===== src/rtl/bal_pkg.sv =====
`timescale 1ns / 1ps
`default_nettype none

package bal_pkg;

  // default configuration
  localparam int unsigned DefArenaBytesLog2  = 34;
  localparam int unsigned DefBlockBytesLog2  = 16;
  localparam int unsigned DefCommitChunkLog2 = 26;
  localparam int unsigned DefNumContexts     = 16;

  // fixed field and state widths
  localparam int unsigned CtxFieldW  = 4;
  localparam int unsigned CtxCodes   = 2 ** CtxFieldW;
  localparam int unsigned SizeW      = 35;
  localparam int unsigned AlignW     = 6;
  localparam int unsigned OffsetW    = 34;
  localparam int unsigned TopW       = 35;
  localparam int unsigned CalcW      = 36;
  localparam int unsigned UnitW      = 32;

  // alignment limits
  localparam logic [AlignW-1:0] MinAlignLog2   = AlignW'(2);
  localparam logic [AlignW-1:0] LocalAlignLog2 = AlignW'(6);

  typedef struct packed {
    logic [CtxFieldW-1:0] context_req;
    logic [SizeW-1:0]     request_bytes;
    logic [AlignW-1:0]    align_log2;
  } req_t;

  typedef struct packed {
    logic [OffsetW-1:0] byte_offset;
    logic               overflow_error;
    logic               commit_valid;
    logic [TopW-1:0]    commit_limit;
  } rsp_t;

  // one local block, in four-byte units
  typedef struct packed {
    logic [UnitW-1:0] pos;
    logic [UnitW-1:0] lim;
  } entry_t;

endpackage

`default_nettype wire


===== src/rtl/bal_ctx_table.sv =====
`timescale 1ns / 1ps
`default_nettype none

module bal_ctx_table import bal_pkg::*; #(
  parameter int unsigned NUM_CONTEXTS = DefNumContexts,
  parameter int unsigned CTX_W        = 4
) (
  input  wire logic             clk_i,
  input  wire logic             rst_ni,
  input  wire logic             rd_en_i,
  input  wire logic [CTX_W-1:0] rd_idx_i,
  output      entry_t           rd_data_o,
  input  wire logic             wr_en_i,
  input  wire logic [CTX_W-1:0] wr_idx_i,
  input  wire entry_t           wr_data_i
);

  entry_t                  mem_q [NUM_CONTEXTS];
  logic [NUM_CONTEXTS-1:0] valid_q;
  entry_t                  rd_q;
  logic                    rd_valid_q;
  logic                    bypass;

  // a read that meets a write to the same entry takes the new data
  assign bypass = wr_en_i && (wr_idx_i == rd_idx_i);

  // entry storage
  always_ff @(posedge clk_i) begin
    if (wr_en_i) begin
      mem_q[wr_idx_i] <= wr_data_i;
    end
  end

  // per-entry written flags, cleared at reset
  always_ff @(posedge clk_i or negedge rst_ni) begin
    if (!rst_ni) begin
      valid_q <= '0;
    end else if (wr_en_i) begin
      valid_q[wr_idx_i] <= 1'b1;
    end
  end

  // registered read port
  always_ff @(posedge clk_i) begin
    if (rd_en_i) begin
      rd_q <= bypass ? wr_data_i : mem_q[rd_idx_i];
    end
  end

  always_ff @(posedge clk_i or negedge rst_ni) begin
    if (!rst_ni) begin
      rd_valid_q <= 1'b0;
    end else if (rd_en_i) begin
      rd_valid_q <= bypass || valid_q[rd_idx_i];
    end
  end

  // entries never written read as an empty block
  assign rd_data_o = rd_valid_q ? rd_q : '0;

endmodule

`default_nettype wire


===== src/rtl/bump_allocator_with_local_blocks.sv =====
`timescale 1ns / 1ps
`default_nettype none

// Bump-pointer arena allocator with a local block per requester context.
// Request channel: in_valid_i / in_stall_o carrying req_t (context, size,
// log2 alignment). Response channel: out_valid_o / out_stall_i carrying
// rsp_t (byte offset, overflow flag, watermark raise and new watermark).
// Every request gives exactly one response, in order.
// A taken request goes into the request register and the context table is
// read in step with it; its response goes into the response register.
// Throughput: one request per cycle while the receiver does not stall; the
// whole allocation, local block fit or global bump with alignment padding
// and watermark update, is one combinational pass between the two registers.
// Reset clears the global pointer, the committed watermark and the written
// flags of the context table, so every context starts without a block.
// No clearing pass is needed; requests are taken right after reset.
// When the receiver stalls, the response register holds; one more request
// waits in the request register, after which in_stall_o is raised.
// Overflowing requests report an error and leave all state untouched.
module bump_allocator_with_local_blocks import bal_pkg::*; #(
  parameter int unsigned ARENA_BYTES_LOG2  = DefArenaBytesLog2,
  parameter int unsigned BLOCK_BYTES_LOG2  = DefBlockBytesLog2,
  parameter int unsigned COMMIT_CHUNK_LOG2 = DefCommitChunkLog2,
  parameter int unsigned NUM_CONTEXTS      = DefNumContexts
) (
  input  wire logic clk_i,
  input  wire logic rst_ni,
  input  wire logic in_valid_i,
  output      logic in_stall_o,
  input  wire req_t in_data_i,
  output      logic out_valid_o,
  input  wire logic out_stall_i,
  output      rsp_t out_data_o
);

  localparam int unsigned CtxW = (NUM_CONTEXTS > 1) ? $clog2(NUM_CONTEXTS) : 1;

  localparam logic [CalcW-1:0] ArenaSize  = CalcW'(1) << ARENA_BYTES_LOG2;
  localparam logic [CalcW-1:0] BlockSize  = CalcW'(1) << BLOCK_BYTES_LOG2;
  localparam logic [CalcW-1:0] ChunkMask  = (CalcW'(1) << COMMIT_CHUNK_LOG2) - CalcW'(1);
  localparam logic [SizeW-1:0] LocalMax   = SizeW'(1) << (BLOCK_BYTES_LOG2 - 2);
  localparam logic [CalcW-3:0] BlockUnits = (CalcW-2)'(1) << (BLOCK_BYTES_LOG2 - 2);

  // context code to table row
  logic [CtxW-1:0] ctx_map [CtxCodes];
  for (genvar g = 0; g < CtxCodes; g++) begin : g_ctx_map
    assign ctx_map[g] = CtxW'(g % NUM_CONTEXTS);
  end

  // handshake
  logic            s1_valid_q;
  req_t            s1_req_q;
  logic [CtxW-1:0] s1_ctx_q;
  logic            out_valid_q;
  rsp_t            out_rsp_q;
  logic            in_xfer;
  logic            s1_adv;

  assign s1_adv     = s1_valid_q && (!out_valid_q || !out_stall_i);
  assign in_stall_o = s1_valid_q && !s1_adv;
  assign in_xfer    = in_valid_i && !in_stall_o;

  // allocator state
  logic [TopW-1:0] global_top_q;
  logic [TopW-1:0] committed_top_q;

  entry_t ent;
  entry_t wr_ent;
  logic   wr_en;

  bal_ctx_table #(
    .NUM_CONTEXTS(NUM_CONTEXTS),
    .CTX_W       (CtxW)
  ) u_ctx_table (
    .clk_i    (clk_i),
    .rst_ni   (rst_ni),
    .rd_en_i  (in_xfer),
    .rd_idx_i (ctx_map[in_data_i.context_req]),
    .rd_data_o(ent),
    .wr_en_i  (wr_en),
    .wr_idx_i (s1_ctx_q),
    .wr_data_i(wr_ent)
  );

  // request decode
  logic [AlignW-1:0] lg_eff;
  logic              local_req;
  logic [UnitW:0]    size4;
  logic [2:0]        loc_sh;
  logic [UnitW:0]    a4m;
  logic [UnitW:0]    pos33;
  logic [UnitW:0]    lim33;
  logic [UnitW:0]    b4;
  logic              fit;

  assign lg_eff = (s1_req_q.align_log2 < MinAlignLog2) ? MinAlignLog2 : s1_req_q.align_log2;
  assign local_req = (s1_req_q.request_bytes <= LocalMax) && (lg_eff <= LocalAlignLog2);
  assign size4  = (UnitW+1)'((CalcW'(s1_req_q.request_bytes) + CalcW'(3)) >> 2);

  // local block fit, in four-byte units
  assign loc_sh = 3'(lg_eff - MinAlignLog2);
  assign a4m    = (UnitW+1)'((5'd1 << loc_sh) - 5'd1);
  assign pos33  = (UnitW+1)'(ent.pos);
  assign lim33  = (UnitW+1)'(ent.lim);
  assign b4     = (pos33 + a4m) & ~a4m;
  assign fit    = (ent.pos != '0) && (b4 <= lim33) && (size4 <= lim33 - b4);

  // global bump
  logic              need_global;
  logic [CalcW-1:0]  g_size;
  logic [AlignW-1:0] g_lg;
  logic [CalcW-1:0]  old;
  logic [CalcW-1:0]  amask;
  logic [CalcW-1:0]  pad;
  logic [CalcW-1:0]  rem;
  logic              g_ok;
  logic [CalcW-1:0]  gb;
  logic [CalcW-1:0]  ge;
  logic [CalcW-1:0]  next_commit;
  logic              raise;
  logic              ok;

  assign need_global = !local_req || !fit;
  assign g_size      = local_req ? BlockSize : CalcW'(s1_req_q.request_bytes);
  assign g_lg        = local_req ? LocalAlignLog2 : lg_eff;
  assign old         = CalcW'(global_top_q);
  assign amask       = (CalcW'(1) << g_lg) - CalcW'(1);
  assign pad         = (CalcW'(0) - old) & amask;
  assign rem         = ArenaSize - old;
  assign g_ok        = (old <= ArenaSize) && (pad <= rem) && (g_size <= rem - pad);
  assign gb          = old + pad;
  assign ge          = gb + g_size;
  assign next_commit = (ge + ChunkMask) & ~ChunkMask;
  assign raise       = need_global && g_ok && (ge > CalcW'(committed_top_q));
  assign ok          = (local_req && fit) || g_ok;

  // local block update
  logic [CalcW-3:0] gb4;
  logic [CalcW-3:0] gpos;
  logic [CalcW-3:0] glim;
  logic [UnitW:0]   lpos;

  assign gb4  = gb[CalcW-1:2];
  assign gpos = gb4 + (CalcW-2)'(size4);
  assign glim = gb4 + BlockUnits;
  assign lpos = b4 + size4;

  assign wr_en      = s1_adv && local_req && ok;
  assign wr_ent.pos = fit ? lpos[UnitW-1:0] : gpos[UnitW-1:0];
  assign wr_ent.lim = fit ? ent.lim : glim[UnitW-1:0];

  // response
  rsp_t             rsp;
  logic [CalcW-1:0] begin_off;

  assign begin_off          = (local_req && fit) ? CalcW'({b4, 2'b00}) : gb;
  assign rsp.byte_offset    = ok ? begin_off[OffsetW-1:0] : '0;
  assign rsp.overflow_error = !ok;
  assign rsp.commit_valid   = raise;
  assign rsp.commit_limit   = raise ? next_commit[TopW-1:0] : '0;

  // pipeline control
  always_ff @(posedge clk_i or negedge rst_ni) begin
    if (!rst_ni) begin
      s1_valid_q  <= 1'b0;
      out_valid_q <= 1'b0;
    end else begin
      s1_valid_q  <= in_xfer || (s1_valid_q && !s1_adv);
      out_valid_q <= s1_adv || (out_valid_q && out_stall_i);
    end
  end

  // request and response payload
  always_ff @(posedge clk_i) begin
    if (in_xfer) begin
      s1_req_q <= in_data_i;
      s1_ctx_q <= ctx_map[in_data_i.context_req];
    end
    if (s1_adv) begin
      out_rsp_q <= rsp;
    end
  end

  // global pointer and committed watermark
  always_ff @(posedge clk_i or negedge rst_ni) begin
    if (!rst_ni) begin
      global_top_q    <= '0;
      committed_top_q <= '0;
    end else if (s1_adv && need_global && g_ok) begin
      global_top_q <= ge[TopW-1:0];
      if (raise) begin
        committed_top_q <= next_commit[TopW-1:0];
      end
    end
  end

  assign out_valid_o = out_valid_q;
  assign out_data_o  = out_rsp_q;

endmodule

`default_nettype wire


===== config.mk =====
export PLATFORM = sky130hd
export DESIGN_NAME = bump_allocator_with_local_blocks
export DESIGN_NICKNAME = d
export VERILOG_FILES = /design/src/rtl/bal_pkg.sv /design/src/rtl/bal_ctx_table.sv /design/src/rtl/bump_allocator_with_local_blocks.sv
export SDC_FILE = /design/constraint.sdc
export NUM_CORES = 2
export LEC_CHECK = 0
export ABC_CLOCK_PERIOD_IN_PS = 14100
export BUFFER_PORTS_ARGS = -buffer_cell sky130_fd_sc_hd__buf_2
export CELL_PAD_IN_SITES_DETAIL_PLACEMENT = 0
export CELL_PAD_IN_SITES_GLOBAL_PLACEMENT = 1
export CORE_ASPECT_RATIO = 1.5
export CORE_MARGIN = 3
export CORE_UTILIZATION = 49
export DETAILED_ROUTE_END_ITERATION = 6
export PLACE_DENSITY = 0.79
export SYNTH_ARGS = -nofsm -noshare
export SYNTH_HDL_FRONTEND = slang
export SYNTH_SLANG_ARGS = --single-unit

===== constraint.sdc =====
create_clock -name clk_i -period 14.1 [get_ports clk_i]
set_clock_uncertainty 0.15 [all_clocks]
set_input_delay 1.41 -clock clk_i [delete_from_list [all_inputs] [get_ports clk_i]]
set_output_delay 1.41 -clock clk_i [all_outputs]
set_load 0.1 [all_outputs]

==> out/results.tsv <==
metric	value	unit
cp-end-kind	register	
drtIter0Drc	3587	
start_util	49.5	%
cp.required	14.41	ns
track_usage	26.4	%
power.density	255	mW/mm^2
cts_buffer_depth	3	
synthFlopType	edfxtp_1	
grt_pass1_wl	252000	microns
fin_crit_sh	95.0	%
yosysWarningCount	0	
synthArstFlopShare	5.08	%
synth_edf_count	1178	
maxCapViolations	0	
die_h	439	microns
hold_buffers	0	
synth_xor_area_share	3.50	%
critPathKind	register to register	
drc_errors	0	
synthMuxAreaShare	13.9	%
detailed_place_hpwl	111000	microns
slowest_delay	0.52	ns
synthAdderAreaFrac	4.63	%
io_pins	122	
area_growth	10.6	%
worstPathArrival	13.71	ns
vias	37414	
hold_viol	0	
rsz0062_at_grt	no	
nNetsFinal	4527	
gp_congestion	0.954	
tightestPinTransition	1.30	ns
syn_area	0.0613	sq mm
final_common_cell	edfxtp_1	
antenna_found_initial	4	
portBuffers	95	
grt.overflow.total	0	
vias_per_cell	6.29	
dr.pass1.iters	5	
crit_path_start_kind	register	
post_dp_cell_area	0.0642	sq mm
cp_max_fo	67	
final_antenna_net_count	0	
fin_tns_setup	0	ns
cpMaxStageDelayCell	or3b_2	
finalSetupViolCount	0	
num_rows	158	
clock-sinks	1241	
htreeDepth	3	
clk_pin_slew_worst_paths	0.07	ns
r2r_slack	0.70	ns
tritoncts	yes	
cts.root.buffer_cell	clkbuf_16	
grt_max_degree	76	
drv_slew	0	
first_global_vias	38154	
wl_per_cell	28.5	microns
synthSimpleGateAreaFrac	8.30	%
syn_avg_cell_area	14.9	sq um
die_x	295	microns
routed_wl	170000	microns
coreArea	0.124	sq mm
numCtsBuffers	108	
final_cell_mix	edfxtp_1, mux4_2, nand2_1	
synth_top_family_by_area	multiplexers	
p_total	17.3	mW
outcome	complete, no violations	
holdCritPathClass	register to register	
fp.dieArea	0.130	sq mm
irDropWorstVdd	0.000172	V
seq_area_frac_synth	60.3	%
final_area	0.0678	sq mm
p_leak	23.4	nW
synth_compound_area_share	7.21	%
yosys.cell_types.count	109	
netlist_instances	4122	
post_route_cells_drive_above_1_share	20.3	%
path_common_cell	o21ai_0	
fmax	74.6	MHz
clock_latency	0.74	ns
slew_headroom	12.9	%
ys_ff_latch	1241	
period_minus_slack	13.40	ns
## cell usage after synthesis (25+ instances only)
library cell | number | area [sq um]
or3_1 | 34 | 213
nor4_1 | 35 | 219
nor2_1 | 201 | 754
or2_2 | 32 | 200
nor2b_1 | 47 | 294
dfrtp_1 | 63 | 1580
a21o_1 | 76 | 571
edfxtp_1 | 1178 | 35400
xor2_1 | 91 | 797
o21ai_0 | 171 | 856
mux4_2 | 325 | 7320
and2_1 | 55 | 344
ha_1 | 219 | 2740
nand4_1 | 49 | 307
buf_4 | 26 | 195
clkbuf_1 | 137 | 514
nor3_1 | 69 | 345
o21a_1 | 30 | 225
and3_1 | 25 | 156
nand2b_1 | 44 | 275
mux2i_1 | 25 | 250
nand3_1 | 97 | 485
buf_1 | 28 | 105
a31oi_1 | 28 | 175
nand2_1 | 226 | 848
xnor2_1 | 148 | 1300
inv_1 | 125 | 469
a21oi_1 | 164 | 821
mux2_2 | 85 | 957
## layout make-up
| type | instances | area [sq um] |
|---|---|---|
| multi-input combinational | 2585 | 23400 |
| timing repair buffer | 192 | 1470 |
| antenna | 2 | 5.00 |
| tap | 1600 | 2000 |
| clock inverter | 67 | 644 |
| clock buffer | 135 | 2900 |
| inverter | 126 | 478 |
| fill | 9733 | 56100 |
| sequential | 1241 | 37000 |
## layer usage
layer | GRT usage [%] | part of all wire, % | vias to the layer above
met5 | 0 | 0.015 | -
li1 | - | - | 16418
met4 | 11.1 | 4.4 | 4
met2 | 45.4 | 51 | 1525
met3 | 3.20 | 6.0 | 307
met1 | 34.0 | 39 | 19160
## path summary, 6_finish.rpt
path	start	to	depth (start not counted)
worst max register to register	s1_req_q[1]	u_ctx_table.rd_q[59]	52
max in group asynchronous	rst_ni	committed_top_q[27]	2
worst max-delay path	s1_req_q[1]	u_ctx_table.rd_q[59]	52
min in group asynchronous	rst_ni	global_top_q[3]	1
worst min register to register	u_ctx_table.valid_q[10]	u_ctx_table.valid_q[10]	1
worst min-delay path	u_ctx_table.valid_q[10]	u_ctx_table.valid_q[10]	1
## sequential cells by signal, summed over array words and instances (netlist names)
register	count
u_ctx_table.rd_q	64
u_ctx_table.valid_q	16
s1_valid_q	1
u_ctx_table.mem_q	1024
global_top_q	35
s1_req_q	41
u_ctx_table.rd_valid_q	1
committed_top_q	9
out_data_o	45
s1_ctx_q	4
out_valid_o	1
## worst max-delay path: cells and delay by family, from the launching register on
kind | cells | cell delay (ns)
simple gates | 16 | 3.53
mux | 2 | 0.65
xor+xnor | 4 | 0.81
flops | 1 | 0.38
fa+ha+maj | 5 | 1.66
compound gates | 21 | 5.05
buf+inv | 4 | 0.78
## cells by family (layout without fill, tap and decap cells)
logic type	Yosys count	in the layout
DFF	1241	1241
and+or+nand+nor	981	981
AOI/OAI and AO/OA	672	672
muxes	435	435
buffers and inverters	326	520
xor gates and xnor gates	241	241
adders and majority gates	224	224
other	2	34
## report_power, final
group	switching (mW)	internal, mW	leakage (nW)
combinational	5.53	2.40	10.2
clock	1.35	1.63	1.72
sequential	0.152	6.23	11.5
## what timing repair did
item,CTS,global route
pin swaps,0,1
setup buffers,0,1
gates resized for setup,2,14
endpoints found under the setup margin,34,222
## stage by stage
stage	std cells	hold slack [ns]	util, %	setup WS [ns]
floorplan	4152	0.282	-	0.426
global placement	5742	0.296	51.8	0.165
detailed placement	5742	0.305	51.8	-0.0893
CTS	5944	0.318	54.6	0.0514
global route	5947	0.339	54.7	0.00503
finish	5948	0.318	54.7	0.704
Power figures use the tool's default switching activity.
